[src/hdl/ksd_pkg.sv]
package ksd_pkg;

    // scanner state codes
    typedef enum logic [2:0] {
        ST_IDLE     = 3'd0,
        ST_PRESSED  = 3'd1,
        ST_DEBOUNCE = 3'd2,
        ST_DECODE   = 3'd3,
        ST_WAIT_REL = 3'd4,
        ST_REL_DEB  = 3'd5,
        ST_RELEASED = 3'd6
    } t_scan_state;

    // configuration register indexes
    localparam int CFG_IDX_W = 2;
    typedef enum logic [CFG_IDX_W-1:0] {
        CFG_PRESS_DEB   = 2'd0,
        CFG_RELEASE_DEB = 2'd1
    } t_cfg_index;

    localparam int MS_W = 7;
    localparam logic [MS_W-1:0] MS_MAX          = 7'd127;
    localparam logic [MS_W-1:0] PRESS_DEB_RST   = 7'd30;
    localparam logic [MS_W-1:0] RELEASE_DEB_RST = 7'd70;

    // scanner registers as one group
    typedef struct packed {
        t_scan_state     state;
        logic [1:0]      row_index;
        logic [1:0]      captured_column;
        logic [MS_W-1:0] ms_count;
        logic            timer_running;
        logic            prev_key_line;
        logic [7:0]      held_key_code;
    } t_scan_regs;

    // one result item
    typedef struct packed {
        logic [1:0] row_select;
        logic       key_found;
        logic [7:0] key_code;
    } t_scan_result;

    // key matrix to ascii, index is {row, column position}
    function automatic logic [7:0] key_char(input logic [3:0] idx);
        logic [7:0] c;
        case (idx)
            4'd0:    c = "F";
            4'd1:    c = "E";
            4'd2:    c = "D";
            4'd3:    c = "C";
            4'd4:    c = "3";
            4'd5:    c = "6";
            4'd6:    c = "9";
            4'd7:    c = "B";
            4'd8:    c = "2";
            4'd9:    c = "5";
            4'd10:   c = "8";
            4'd11:   c = "0";
            4'd12:   c = "1";
            4'd13:   c = "4";
            4'd14:   c = "7";
            default: c = "A";
        endcase
        return c;
    endfunction

endpackage

[src/hdl/ksd_step.sv]
module ksd_step (
    input  ksd_pkg::t_scan_regs           i_regs,
    input  logic                          i_key_line,
    input  logic [1:0]                    i_column_code,
    input  logic                          i_ms_tick,
    input  logic [ksd_pkg::MS_W-1:0]      i_press_deb,
    input  logic [ksd_pkg::MS_W-1:0]      i_release_deb,
    output ksd_pkg::t_scan_regs           o_regs,
    output ksd_pkg::t_scan_result         o_result
);
    import ksd_pkg::*;

    t_scan_regs t;
    logic       found;

    always_comb begin
        t     = i_regs;
        found = 1'b0;

        // millisecond timer, restarted on any key line edge
        if (i_key_line != i_regs.prev_key_line) begin
            t.ms_count      = '0;
            t.timer_running = 1'b1;
        end else if (i_regs.timer_running && i_ms_tick && (i_regs.ms_count < MS_MAX)) begin
            t.ms_count = i_regs.ms_count + 1'b1;
        end
        t.prev_key_line = i_key_line;

        // scan state machine step
        case (i_regs.state)
            ST_IDLE: begin
                if (i_key_line) begin
                    t.state    = ST_PRESSED;
                    t.ms_count = '0;
                end else begin
                    t.row_index = i_regs.row_index + 1'b1;
                end
            end
            ST_PRESSED: begin
                if (i_key_line) begin
                    t.captured_column = i_column_code;
                    t.state           = ST_DEBOUNCE;
                end else begin
                    t.state = ST_IDLE;
                end
            end
            ST_DEBOUNCE: begin
                if ((t.ms_count >= i_press_deb) && (i_column_code == i_regs.captured_column)
                        && i_key_line) begin
                    t.state = ST_DECODE;
                end else begin
                    t.state = ST_PRESSED;
                end
            end
            ST_DECODE: begin
                t.held_key_code = key_char({i_regs.row_index, ~i_regs.captured_column});
                t.state         = ST_WAIT_REL;
            end
            ST_WAIT_REL: begin
                t.state = i_key_line ? ST_REL_DEB : ST_RELEASED;
            end
            ST_REL_DEB: begin
                if ((t.ms_count >= i_release_deb) && !i_key_line) begin
                    t.state = ST_RELEASED;
                end
            end
            ST_RELEASED: begin
                t.state         = ST_IDLE;
                t.row_index     = '0;
                t.timer_running = 1'b0;
                found           = 1'b1;
            end
            default: begin
                t.state     = ST_IDLE;
                t.row_index = '0;
            end
        endcase
    end

    assign o_regs              = t;
    assign o_result.row_select = t.row_index;
    assign o_result.key_found  = found;
    assign o_result.key_code   = t.held_key_code;

endmodule

[src/hdl/keypad_scan_debounce_unit.sv]
// keypad scanner with press and release debounce, one poll sample per item
// input channel: i_in_valid / o_in_ready carry key_line, column_code and
//   ms_tick for the row that was selected by the previous result
// output channel: o_out_valid / i_out_ready carry row_select, key_found
//   (one-item pulse when a press and release completes) and key_code
// config channel: i_cfg_valid / o_cfg_ready, index 0 is press debounce ms,
//   index 1 is release debounce ms; o_cfg_ready is always high, write only
//   while no item is in flight
// an item's result is registered and shown in the cycle after its transfer
// throughput: one item per cycle unless stalled, the whole scanner step is
//   one short combinational stage between the scanner and output registers
// stall: the output register holds its item while i_out_ready is low and
//   o_in_ready drops until it is taken; o_in_ready stays high whenever the
//   output register is empty or being taken in the same cycle
// reset: synchronous, scanner idle on row 0, timer cleared, key code 0,
//   debounce times 30 and 70 ms, output register empty
module keypad_scan_debounce_unit (
    input  logic                          i_clk,
    input  logic                          i_rst_n,
    input  logic                          i_in_valid,
    output logic                          o_in_ready,
    input  logic                          i_key_line,
    input  logic [1:0]                    i_column_code,
    input  logic                          i_ms_tick,
    output logic                          o_out_valid,
    input  logic                          i_out_ready,
    output logic [1:0]                    o_row_select,
    output logic                          o_key_found,
    output logic [7:0]                    o_key_code,
    input  logic                          i_cfg_valid,
    output logic                          o_cfg_ready,
    input  logic [ksd_pkg::CFG_IDX_W-1:0] i_cfg_index,
    input  logic [ksd_pkg::MS_W-1:0]      i_cfg_data
);
    import ksd_pkg::*;

    t_scan_regs      r_regs, n_regs;
    t_scan_result    r_result, n_result;
    logic            r_out_valid;
    logic [MS_W-1:0] r_press_deb;
    logic [MS_W-1:0] r_release_deb;
    logic            in_xfer;

    assign o_in_ready  = !r_out_valid || i_out_ready;
    assign in_xfer     = i_in_valid && o_in_ready;
    assign o_cfg_ready = 1'b1;

    // next scanner state and result for the incoming sample
    ksd_step u_step (
        .i_regs        (r_regs),
        .i_key_line    (i_key_line),
        .i_column_code (i_column_code),
        .i_ms_tick     (i_ms_tick),
        .i_press_deb   (r_press_deb),
        .i_release_deb (r_release_deb),
        .o_regs        (n_regs),
        .o_result      (n_result)
    );

    // scanner registers
    always_ff @(posedge i_clk) begin
        if (!i_rst_n) begin
            r_regs.state           <= ST_IDLE;
            r_regs.row_index       <= '0;
            r_regs.captured_column <= '0;
            r_regs.ms_count        <= '0;
            r_regs.timer_running   <= 1'b0;
            r_regs.prev_key_line   <= 1'b0;
            r_regs.held_key_code   <= '0;
        end else if (in_xfer) begin
            r_regs <= n_regs;
        end
    end

    // output register
    always_ff @(posedge i_clk) begin
        if (!i_rst_n) begin
            r_out_valid <= 1'b0;
        end else if (o_in_ready) begin
            r_out_valid <= i_in_valid;
        end
    end

    always_ff @(posedge i_clk) begin
        if (in_xfer) begin
            r_result <= n_result;
        end
    end

    // debounce time registers
    always_ff @(posedge i_clk) begin
        if (!i_rst_n) begin
            r_press_deb   <= PRESS_DEB_RST;
            r_release_deb <= RELEASE_DEB_RST;
        end else if (i_cfg_valid) begin
            case (t_cfg_index'(i_cfg_index))
                CFG_PRESS_DEB:   r_press_deb   <= i_cfg_data;
                CFG_RELEASE_DEB: r_release_deb <= i_cfg_data;
                default: ;
            endcase
        end
    end

    assign o_out_valid  = r_out_valid;
    assign o_row_select = r_result.row_select;
    assign o_key_found  = r_result.key_found;
    assign o_key_code   = r_result.key_code;

endmodule

[config.mk]
export PLATFORM = sky130hd
export DESIGN_NAME = keypad_scan_debounce_unit
export DESIGN_NICKNAME = d
export VERILOG_FILES = /design/src/hdl/ksd_pkg.sv /design/src/hdl/ksd_step.sv /design/src/hdl/keypad_scan_debounce_unit.sv
export SDC_FILE = /design/constraint.sdc
export NUM_CORES = 1
export LEC_CHECK = 0
export ABC_AREA = 1
export BUFFER_PORTS_ARGS = -buffer_cell sky130_fd_sc_hd__buf_4
export CAP_MARGIN = 20
export CORE_MARGIN = 4
export CORE_UTILIZATION = 25
export CTS_CLUSTER_SIZE = 16
export DETAILED_ROUTE_END_ITERATION = 10
export GPL_TIMING_DRIVEN = 0
export SLEW_MARGIN = 20
export SYNTH_ARGS = -nofsm -noshare
export SYNTH_HDL_FRONTEND = slang
export SYNTH_SLANG_ARGS = --single-unit
[constraint.sdc]
create_clock -name i_clk -period 3.6 [get_ports i_clk]
set_input_delay 0.54 -clock i_clk [delete_from_list [all_inputs] [get_ports i_clk]]
set_output_delay 0.54 -clock i_clk [all_outputs]
set_load 0.02 [all_outputs]
==> metrics.txt <==
Design Area, Final=0.00321 mm²; Final Wtd Congestion=0.894; post-synthesis sequential area ratio=41.1%; drt total wl=5.77 mm; WP data required=3.79 ns; initial antenna violation count=0; worst skew pair latency=0.30 ns; CP arrival=2.80 ns; P&R area growth vs syn=18.9%; via count=2293; max_cap viols=0; Post-DP Area=0.00310 mm²; Starting Density=25.9%; cell count after synthesis=354; R2R depth=25; Post-Syn Nets=390; Iteration-0 DRC Markers=86; first-pass GRT wire length=10.1 mm; CTS Buf Count=5; port buffer count=30; Peak Freq=384 MHz; WHS Endpoint=r_regs[7]; DRC=0; Clock Path Buffers=2; Die W=112 µm; outcome=complete, no violations; Die Ht=112 µm; ys async rst share=0%; Mean Syn Cell Area=7.63 µm²; ratio of cells with drive above 1 in the final layout=15.6%; Worst VDD drop=0.000171 V; Main synth FF type=dfxtp_1; PD cells=379 mW/mm²; Hold Path Class=flop to flop; CTS resizes=0; CTS root buf=clkbuf_8; setup TNS=0 ns; CP endpoint kind=flop; crit path kind=flop to flop; Antenna Nets Post-Route=0; Yosys warnings=0; Diodes inserted=0; most frequent cells in the layout=70 x nand2_1, 58 x inv_1, 39 x dfxtp_1, 38 x nor2_1, 31 x buf_4; grt ovf=0; via-per-instance ratio=4.34; Detailed Place HPWL=4.45 mm; number of fill cells=1114; CTS tree=done; post-synth cell types=40; clk_skew=0.00961 ns; commonest non-fill, non-tap cell in the layout=nand2_1; Core ar.=0.0104 mm²; Sink Count=50; post-CTS setup buffers=0; drt wl/cell=10.9 µm; HP Start=r_regs[7]; Util after Layout=30.9%; r2r startpoint=r_regs[13]; fin nets=427; synthesized area=0.00270 mm²; crit share post-route=72.3%; min Tclk post-route=2.60 ns; Worst-Margin Slew=1.04 ns; worst hold path cell count=2; largest net degree at the start of global routing=21; FF-to-FF End=r_regs[23]; Worst slew margin=30.7%; RSZ-0062 raised after global routing=no; Yosys reg bits=50; hold-fix buffers at CTS=0; final hold vios=0; number of synthesized flops with an enable pin=11; number of global-route vias before repair=2251; CP startpoint kind=flop; row count=37; GRT Total Usage=9.62%; # IOs=32; Static Leak=1.46 nW; Pins Over Slew Limit=0; H-Tree Depth=2; Max FO, Critical Path=5; hold slack=0.446 ns; Total Die Area=0.0125 mm²; R2R setup slack=1.0 ns; Final setup violation count=0; DR pass1 iterations=4; clock slew at reported path FFs=0.09 ns
## per-layer routing
layer | part of all wire, % | track usage [%] | vias to the layer above | routed length, µm
met4 | 0.73 | 2.08 | 0 | 42
met2 | 45 | 16.1 | 31 | 2590
met5 | 0 | 0 | - | 0
li1 | - | - | 1223 | -
met1 | 50 | 12.5 | 1034 | 2900
met3 | 4.1 | 2.55 | 5 | 237
## power breakdown
group          switching, W  internal [W]  total [W]
Clock              0.000182      0.000227   0.000408
Sequential        0.0000190      0.000603   0.000622
Combinational      0.000118     0.0000695   0.000187
Total              0.000319      0.000899    0.00122
## final cells by class
type | instances | area [µm²] | share of cell area, %
multi-input cells | 237 | 1340 | 41.5
well taps | 136 | 170 | 5.29
plain buffers | 5 | 23.8 | 0.740
clock buffers | 7 | 86.3 | 2.69
inverters | 62 | 233 | 7.24
clock inverters | 1 | 30.0 | 0.934
flip-flops and latches | 50 | 1110 | 34.6
repair buffers | 30 | 225 | 7.01
## logic make-up after synthesis
logic type | count (synthesis) | synth area share (%)
flops | 50 | 41.1
xor+xnor | 1 | 0.602
buf+inv | 67 | 9.49
fa+ha+maj | 18 | 8.33
simple gates | 137 | 22.7
compound gates | 80 | 17.6
other cells | 1 | 0.139
## synth_stat cells (all sizes together), types with 3 or more instances
cell type  number  share of area [%]
a21oi          25                4.6
nor3            6                1.9
clkbuf          3               0.42
edfxtp         11                 12
o211ai          8                2.2
inv            62                8.6
a211oi          3               0.83
nand2          74                 11
nor2           42                6.6
dfxtp          39                 29
nand3          11                2.6
ha             18                8.3
o21ai          31                5.9
## how the worst max path moves through the flow
stage                             to  startpoint  cells after the start  slack (ns)
after floorplan           r_regs[21]  r_regs[13]                     26        1.35
after global placement    r_regs[21]  i_key_line                     23        0.88
after detailed placement  r_regs[21]  i_key_line                     23        0.89
after CTS                 r_regs[23]  r_regs[13]                     25        0.97
after global routing      r_regs[23]  r_regs[13]                     25        0.65
final                     r_regs[23]  r_regs[13]                     25         1.0
## flip-flops by register name, indices dropped and copies added, names as in the netlist
signal / cells
o_row_select: 2
o_key_found: 1
o_key_code: 8
r_release_deb: 7
o_out_valid: 1
r_press_deb: 7
r_regs: 24
## through the flow
stage | total power (W) | cells | worst slack (ns)
after floorplan | 0.000756 | 354 | 1.35
after global placement | 0.000821 | 520 | 0.881
after detailed placement | 0.000824 | 520 | 0.890
after CTS | 0.00123 | 528 | 0.971
after global routing | 0.00129 | 528 | 0.650
final | 0.00122 | 528 | 0.998
## worst max-delay path, cell delays in order, from the launching register on
cell     delay [ns]
dfxtp_1        0.42
nand2_2        0.10
nor2_4         0.11
nand2_2        0.08
o21ai_2        0.17
inv_1          0.08
nand2_1        0.06
nand3_1        0.16
ha_1           0.34
inv_1          0.03
nand2_1        0.05
nand2_1        0.04
nand2_1        0.05
nand2_1        0.06
nand3_1        0.07
nand2_1        0.05
inv_1          0.05
nand2_1        0.05
nand2_1        0.06
nand2_1        0.04
nand2_1        0.06
nand2_1        0.05
nand2_1        0.06
nand2_2        0.08
o21ai_1        0.14
inv_1          0.05
Power figures use the tool's default switching activity.
